File: config.mk
export PLATFORM = sky130hd
export DESIGN_NAME = tgb_front
export DESIGN_NICKNAME = d
export VERILOG_FILES = /design/src/rtl/core/tgb_pkg.sv /design/src/rtl/core/tgb_front.sv
export SDC_FILE = /design/constraint.sdc
export NUM_CORES = 1
export LEC_CHECK = 0
export BUFFER_PORTS_ARGS = -buffer_cell sky130_fd_sc_hd__buf_4
export CORE_ASPECT_RATIO = 1.25
export CORE_MARGIN = 1.5
export CORE_UTILIZATION = 39
export DETAILED_ROUTE_END_ITERATION = 6
export PLACE_DENSITY_LB_ADDON = 0.12
export SYNTH_ARGS = -nofsm -noshare
export SYNTH_HDL_FRONTEND = slang
export SYNTH_SLANG_ARGS = --single-unit
export TNS_END_PERCENT = 50
File: constraint.sdc
create_clock -name vclk -period 5.21
set_clock_uncertainty 0.2 [all_clocks]
set_input_delay 1.042 -clock vclk [all_inputs]
set_output_delay 1.042 -clock vclk [all_outputs]
set_load 0.01 [all_outputs]
File: src/rtl/core/tgb_pkg.sv
// Shared types and constants for the text gap buffer.
// No dependencies; every module of the block but tgb_ram imports it.
package tgb_pkg;

  localparam int unsigned CAPACITY = 4096;
  localparam int unsigned ADDR_W   = $clog2(CAPACITY);
  localparam int unsigned LEN_W    = 13;
  localparam int unsigned CHAR_W   = 16;

  typedef enum logic [1:0] {
    OP_INSERT     = 2'd0,
    OP_REMOVE     = 2'd1,
    OP_REMOVE_END = 2'd2,
    OP_READ       = 2'd3
  } op_e;

  typedef enum logic [1:0] {
    ST_OK    = 2'd0,
    ST_FULL  = 2'd1,
    ST_RANGE = 2'd2
  } status_e;

  typedef enum logic [2:0] {
    S_IDLE,
    S_MOVE_RD,
    S_MOVE_WR,
    S_APPLY,
    S_READ,
    S_DONE
  } back_state_e;

  typedef struct packed {
    op_e               op;
    logic [LEN_W-1:0]  pos;
    logic [CHAR_W-1:0] ch;
    logic [LEN_W-1:0]  cnt;
    logic [LEN_W:0]    end_pos;
  } cmd_t;

  typedef struct packed {
    logic valid;
    logic full;
  } q_status_t;

endpackage

File: src/rtl/core/tgb_front.sv
// Front end: accepts input beats and decodes them into edit commands.
// Depends on tgb_pkg.
module tgb_front
  import tgb_pkg::*;
(
  input  logic        s_axis_tvalid_i,
  output logic        s_axis_tready_o,
  input  logic [47:0] s_axis_tdata_i,  // position[12:0], character[28:13], remove_count[41:29]
  input  logic [1:0]  s_axis_tuser_i,  // operation[1:0]
  input  q_status_t   q_status_i,
  output logic        push_o,
  output cmd_t        cmd_o
);

  logic [LEN_W-1:0] pos;
  logic [LEN_W-1:0] cnt;

  assign pos = s_axis_tdata_i[12:0];
  assign cnt = s_axis_tdata_i[41:29];

  assign s_axis_tready_o = !q_status_i.full;
  assign push_o          = s_axis_tvalid_i && !q_status_i.full;

  always_comb begin
    cmd_o.op      = op_e'(s_axis_tuser_i);
    cmd_o.pos     = pos;
    cmd_o.ch      = s_axis_tdata_i[28:13];
    cmd_o.cnt     = cnt;
    cmd_o.end_pos = {1'b0, pos} + {1'b0, cnt};
  end

endmodule

==> impl_metrics.toml <==
[synthesis]
synth_area_leaders = "buf_4 (32%), ha_1 (16%), xnor2_1 (6.0%)"
synth_warnings = 0
synth-compound-area-share_pct = 20.7
yosys.area.top_type = "buf_4"
synth-simple-area-share_pct = 17.4
synth_cells = 137
syn_avg_cell_area_um2 = 7.50
yosysSeqAreaShare_pct = 0
synthAdderAreaFrac_pct = 17.8
syn-cell-area_mm2 = 0.00103
synth_mux_area_share_pct = 1.95
synth_nets = 204
synth_top_family_by_area = "buffers and inverters"
synth.top_cell.area_share_pct = 32.2
synth-xor-area-share_pct = 6.82
ys_types = 34

[finish]
flops_and_latches = 0
seq_area_um2 = 0
clock_buffers = 0
syn_to_final_growth_pct = 22.0
fillers = 241
mostFrequentLayoutCell = "buf_4"
stdcell_count = 194
drive_above_1_share_pct = 46.6
multi_input_area_um2 = 664
fin_area_mm2 = 0.00125
diodes = 0
final_cell_mix = "buf_4 (70), ha_1 (13), nor2_1 (9)"
nNetsFinal = 230

[timing]
fin_tns_setup_ns = 0
worstMarginPinSlew_ns = 0.350
timing.final.crit_share_pct = 78.3
relSlewSlack_pct = 76.4
final-hold-violation-count = 0
min_period_ns = 4.08
clock.fmax_mhz = 245
rsz0062_at_grt = "false"
slew_violations = 0
setup_viol = 0

[setup_path]
cp.arrival_ns = 2.84
slowest_stage = "a41oi_4"
cp.required_ns = 3.97
critPathCaptureType = "output port"
path_buf_inv = 3
worstPathMaxFanout = 5
worstSetupPathType = "input port to output port"
startpoint_type = "input port"
slowest_delay_ns = 0.31
critPathTopFamily = "compound AO/OA/AOI/OAI gates"
cpMostUsedCell = "buf_4"
path_cells = "buf_4, ha_1, inv_1, fa_1, nor2b_4, o31a_4, a41oi_4, nor3_2, a311o_1, buf_4"

[route]
drc_errors = 0
drtAntennaViolNets = 0
drt_pass1_iterations = 3
avgViaCountPerCell = 4.78
avgRoutedWirePerCell_um = 10.5
vias = 928
routed_wl_mm = 2.04
drt-initial-drc-count = 7

[floorplan]
die_h_um = 60.4
core_mm2 = 0.00248
initial_core_util_pct = 41.5
fp.dieW_um = 48.9
placementRows = 20
io_pins = 113
dieArea_mm2 = 0.00295

[power_and_ir_drop]
power.share.switching_pct = 46.2
p_leak_nw = 0.640
clkPwrFrac_pct = 0
seq_power_share_pct = 0
irDropWorstVdd_v = 0.0000714
p_int_mw = 0.0922
p_comb_share_pct = 100.0
p_switching_mw = 0.0791
power.density_mw_per_mm2 = 137

[placed_design]
dp_hpwl_mm = 1.83
portBuffers = 70
routabilityCongestion = 0.717
dpl.cell_count = 194
place_area_mm2 = 0.00125

[grt]
grt_pass1_vias = 820
grt_max_degree = 9
grt_pass1_wl_mm = 3.29
grt_overflow = 0
grt_antenna_before_repair = 0
grt.total_usage_pct = 13.1

[clocking]
cts_resized = 0
holdBufCountCts = 0
postCtsSetupBuffers = 0

[flow_run]
drv_cap = 0

[hold_path]
hp-class = "input port to output port"

[status]
status = "complete, no violations"
cells by family (layout without fill, tap and decap cells):
logic type               count (synthesis)  after routing
AO/OA/AOI/OAI                           28             28
XOR/XNOR                                 8              8
adder cells (fa/ha/maj)                 14             14
buffers and inverters                   52             76
multiplexers                             2              2
AND/OR/NAND/NOR                         33             33
worst paths after layout:
kind,start,endpoint,slack (ns),cells past startpoint
min,s_axis_tdata_i[18],cmd_o[32],1.88,0
max,s_axis_tdata_i[0],cmd_o[10],1.13,10
power by group through the flow:
stage / registers (mW) / logic (mW) / clock network, mW
floorplan: 0 / 0.124 / 0
global placement: 0 / 0.172 / 0
detailed placement: 0 / 0.173 / 0
CTS: 0 / 0.174 / 0
global route: 0 / 0.189 / 0
finish: 0 / 0.171 / 0
Yosys cell counts, drive strengths merged, types with 2 or more instances:
library cell	instances
a21o	2
ha	13
nor2b	6
a21oi	8
nand3	2
nor2	9
inv	6
buf	45
nand3b	2
xnor2	7
mux2i	2
o21ai	5
o21a	3
nor3	3
nand2	8
area by class of cell:
cell class / instances / share of cell area (%)
multi-input combinational: 85 / 53.0
tap: 33 / 3.29
timing repair buffer: 70 / 41.9
inverter: 6 / 1.80
routing by layer:
layer	vias to the layer above	GRT usage, %	part of all wire [%]
met2	53	27.8	53
met3	8	1.48	8.7
met4	0	2.86	1.2
met1	384	13.9	37
met5	-	0	0
li1	483	-	-
metrics by stage:
step                power (mW)  utilization, %  setup WS, ns  hold WS (ns)
floorplan                0.124               -          1.32          1.93
global route             0.189            50.6         0.993          1.88
detailed placement       0.173            50.6          1.13          1.88
finish                   0.171            50.6          1.13          1.88
global placement         0.172            50.6          1.13          1.88
CTS                      0.174            50.6          1.13          1.88
No activity file was read; power rests on OpenSTA's default activity.
