[config.mk]
export PLATFORM = sky130hd
export DESIGN_NAME = tgb_queue
export DESIGN_NICKNAME = d
export VERILOG_FILES = /design/src/rtl/core/tgb_pkg.sv /design/src/rtl/core/tgb_queue.sv
export SDC_FILE = /design/constraint.sdc
export NUM_CORES = 1
export LEC_CHECK = 0
export BUFFER_PORTS_ARGS = -buffer_cell sky130_fd_sc_hd__buf_2
export CAP_MARGIN = 20
export CORE_UTILIZATION = 55
export CTS_CLUSTER_DIAMETER = 120
export DETAILED_ROUTE_END_ITERATION = 8
export PLACE_DENSITY = 0.83
export SYNTH_ARGS = -nofsm -noshare
export SYNTH_HDL_FRONTEND = slang
export SYNTH_SLANG_ARGS = --single-unit
export TNS_END_PERCENT = 20
[constraint.sdc]
create_clock -name clk_i -period 8.5 [get_ports clk_i]
set_clock_uncertainty 0.2 [all_clocks]
set_input_delay 1.7 -clock clk_i [delete_from_list [all_inputs] [get_ports clk_i]]
set_output_delay 1.7 -clock clk_i [all_outputs]
set_load 0.02 [all_outputs]
[src/rtl/core/tgb_pkg.sv]
// Shared types and constants for the text gap buffer.
// No dependencies; every module of the block but tgb_ram imports it.
package tgb_pkg;

  localparam int unsigned CAPACITY = 4096;
  localparam int unsigned ADDR_W   = $clog2(CAPACITY);
  localparam int unsigned LEN_W    = 13;
  localparam int unsigned CHAR_W   = 16;

  typedef enum logic [1:0] {
    OP_INSERT     = 2'd0,
    OP_REMOVE     = 2'd1,
    OP_REMOVE_END = 2'd2,
    OP_READ       = 2'd3
  } op_e;

  typedef enum logic [1:0] {
    ST_OK    = 2'd0,
    ST_FULL  = 2'd1,
    ST_RANGE = 2'd2
  } status_e;

  typedef enum logic [2:0] {
    S_IDLE,
    S_MOVE_RD,
    S_MOVE_WR,
    S_APPLY,
    S_READ,
    S_DONE
  } back_state_e;

  typedef struct packed {
    op_e               op;
    logic [LEN_W-1:0]  pos;
    logic [CHAR_W-1:0] ch;
    logic [LEN_W-1:0]  cnt;
    logic [LEN_W:0]    end_pos;
  } cmd_t;

  typedef struct packed {
    logic valid;
    logic full;
  } q_status_t;

endpackage

[src/rtl/core/tgb_queue.sv]
// Two-entry command queue between the front end and the back end.
// Depends on tgb_pkg.
module tgb_queue
  import tgb_pkg::*;
(
  input  logic      clk_i,
  input  logic      rst_ni,
  input  logic      push_i,
  input  cmd_t      cmd_i,
  input  logic      pop_i,
  output q_status_t status_o,
  output cmd_t      cmd_o
);

  cmd_t       slot_q [2];
  logic       wr_ptr_q, wr_ptr_d;
  logic       rd_ptr_q, rd_ptr_d;
  logic [1:0] count_q, count_d;
  logic       do_push, do_pop;

  assign do_push = push_i && (count_q != 2'd2);
  assign do_pop  = pop_i && (count_q != 2'd0);

  always_comb begin
    wr_ptr_d = wr_ptr_q ^ do_push;
    rd_ptr_d = rd_ptr_q ^ do_pop;
    count_d  = count_q + {1'b0, do_push} - {1'b0, do_pop};
  end

  always_ff @(posedge clk_i or negedge rst_ni) begin
    if (!rst_ni) begin
      wr_ptr_q <= 1'b0;
      rd_ptr_q <= 1'b0;
      count_q  <= 2'd0;
    end else begin
      wr_ptr_q <= wr_ptr_d;
      rd_ptr_q <= rd_ptr_d;
      count_q  <= count_d;
    end
  end

  always_ff @(posedge clk_i) begin
    if (do_push) begin
      slot_q[wr_ptr_q] <= cmd_i;
    end
  end

  assign status_o.valid = (count_q != 2'd0);
  assign status_o.full  = (count_q == 2'd2);
  assign cmd_o          = slot_q[rd_ptr_q];

endmodule

==> flow_summary.ini <==
[run_status]
outcome = finished clean

[critical_path]
critical_path_required_ns = 6.60
end_kind = output port
arrival_ns = 2.40
cp_max_fo = 33
timing.rr.end = slot_q[0][33]
criticalPathCategory = flip-flop to output port
timing.reg2reg.worst_path_depth = 4
crit-reg2reg-launch = count_q[1]
start_kind = flip-flop
rrSetupSlack_ns = 6.25

[die]
die_wd_microns = 92.0
core_region_area_sq_um = 7770
row_count = 32
initial_util = 0.573
chipHeight_microns = 92.0
num_io_pins = 122
fp.dieArea_sq_um = 8460

[clocking]
post_cts.repair.setup_buffers = 0
cts.sink_count = 120
clock_tree.htree_level_count = 4
clock_tree_from_tritoncts = built
cts_resized = 0
clk_transition_reported_paths_ns = 0.06
ctsLongestPathBuffers = 2
cts-root-buf = sky130_fd_sc_hd__clkbuf_8
clk-insertion-delay-late_ns = 0.48
cts_made_buffers = 17
postCtsHoldBufs = 0

[timing]
worst-slew-pin-transition_ns = 0.685
setup-tns-final_ns = 0
finalHoldViolations = 0
setup_repair_after_global_routing_missed_its_margin = no
timing.final.ws_setup_ns = 4.20
final_period_minus_worst_setup_slack_ns = 4.30
max_clock_freq_ghz = 0.233
min_period_over_period = 0.505
timing_max_transition_violations_final = 0
max-slew-margin-rel = 0.543
setup_viol = 0

[synth]
yosysTopAreaCell = sky130_fd_sc_hd__edfxtp_1
synth_top_area_share = 0.782
netlist_top_cells_area = sky130_fd_sc_hd__edfxtp_1, sky130_fd_sc_hd__mux2_2, sky130_fd_sc_hd__mux2_4
area_of_the_mapped_netlist_sq_um = 4450
synth.yosys.seq_area_share = 0.805
synth.distinct_cells = 16
synth_nets = 267
synth.ff_latch_count = 120
ys.warnings.count = 0
syn_avg_cell_area_sq_um = 22.2
synth_cells = 201

[global_route]
overflow = 0
first_global_vias = 2385
grt_antenna_before_repair = 0
first_pass_grt_wire_length_mm = 11.3
grt_max_degree = 50
grt_util_all_layers = 0.183

[final_layout]
sequential_cell_area_sq_um = 3580
fin_area_sq_um = 5770
diodes_inserted = 0
design.final.nets = 403
final_layout_size_suffix_gt1_frac = 0.620
final_core_utilization = 0.743
final_common_cell = sky130_fd_sc_hd__buf_2
nFillCells = 481
multi_input_area_sq_um = 802
synthToLayoutAreaGrowth_pct = 29.7
layout.cells.most_common_list = sky130_fd_sc_hd__buf_2, sky130_fd_sc_hd__edfxtp_1, sky130_fd_sc_hd__mux2_2

[pwr]
leakagePower_nw = 2.24
pwrdens_nw_per_um2 = 387
max-vdd-ir-drop_v = 0.000192

[drt]
drt_drc_violations_left = 0
num_vias = 2299
dr.first_iter.drc_count = 103
wire_per_inst_microns = 16.3
vias_per_cell = 5.09
dr_wl_met3_microns = 518
drt-total-wl_mm = 7.36
dr_pass1_iterations = 4
length_of_routed_wiring_on_met1_mm = 3.08
route.antenna.remaining_nets = 0
met2_wire_len_mm = 3.75
top_layer_reached_by_signal_wires = met4

[worst_hold_path]
hold_path.startpoint = count_q[1]
min_to = count_q[1]
min_path_type = flip-flop to flip-flop
min_delay_path_depth = 1

[place]
dp.final_hpwl_mm = 4.68
dp_worst_setup_slack_ns = 4.69
place_area_sq_um = 5160
place_congestion = 0.691
place.port_buffers = 121

[run]
max_cap_viol_count = 0
-- power by group --
group	internal, W	switching [W]	total (W)
Sequential	0.000811	0.0000611	0.000872
Combinational	0.000266	0.000372	0.000637
Clock	0.000478	0.000247	0.000725
Total	0.00156	0.000680	0.00223
-- cell families (layout without fill, tap and decap cells) --
group	after synthesis	after routing	share of synthesized area
XOR/XNOR	3	3	0.00590
AO/OA/AOI/OAI	1	1	0.00169
buffers and inverters	11	160	0.0163
multiplexers	58	58	0.155
flip-flops	120	120	0.805
AND/OR/NAND/NOR	4	4	0.00506
adder cells (fa/ha/maj)	4	4	0.0112
-- metrics by stage --
step                power [W]  std cells  hold WS, ns
detailed placement    0.00153        420        0.337
global placement      0.00151        420        0.300
floorplan             0.00135        201        0.281
finish                0.00223        452        0.355
global route          0.00233        452        0.381
CTS                   0.00226        452        0.356
-- cells in the mapped netlist (all sizes together) --
library cell,n
edfxtp,116
buf,7
xnor2,2
dfrtp,4
nand2,1
mux2,58
ha,4
o21a,1
and2,1
nand2b,1
inv,4
xor2,1
or2,1
-- how the worst max path moves through the flow --
| stage | start | endpoint | slack, ns | cells after the start |
|---|---|---|---|---|
| 2_1_floorplan | push_i | slot_q[1][0] | 4.63 | 2 |
| 3_3_place_gp | rd_ptr_q | cmd_o[48] | 4.69 | 3 |
| 3_5_place_dp | rd_ptr_q | cmd_o[48] | 4.69 | 3 |
| 4_1_cts | rd_ptr_q | cmd_o[48] | 4.17 | 3 |
| 5_1_grt | rd_ptr_q | cmd_o[48] | 4.07 | 3 |
| 6_report | rd_ptr_q | cmd_o[48] | 4.20 | 3 |
-- cell type report --
cell class,count,share of cell area
inverters,4,0.00260
clock buffers,18,0.0724
well taps,102,0.0221
multi-input cells,70,0.139
clock inverters,14,0.0345
flip-flops and latches,120,0.621
repair buffers,124,0.109
-- critical path, cell delays in order, from the launching register on --
cell	delay, ns
sky130_fd_sc_hd__dfrtp_2	0.81
sky130_fd_sc_hd__buf_4	0.51
sky130_fd_sc_hd__mux2_2	0.40
sky130_fd_sc_hd__buf_2	0.16
-- flip-flops by register name, indices dropped and copies added, names as in the netlist --
name / flops
wr_ptr_q: 1
rd_ptr_q: 1
count_q: 2
slot_q: 116
-- metal layers --
| metal | vias to the layer above | global-route usage |
|---|---|---|
| met4 | 0 | 0.0781 |
| met1 | 1134 | 0.231 |
| li1 | 1069 | - |
| met2 | 94 | 0.290 |
| met5 | - | 0 |
| met3 | 2 | 0.0638 |
Note: power is estimated with default switching activity, not from simulation.
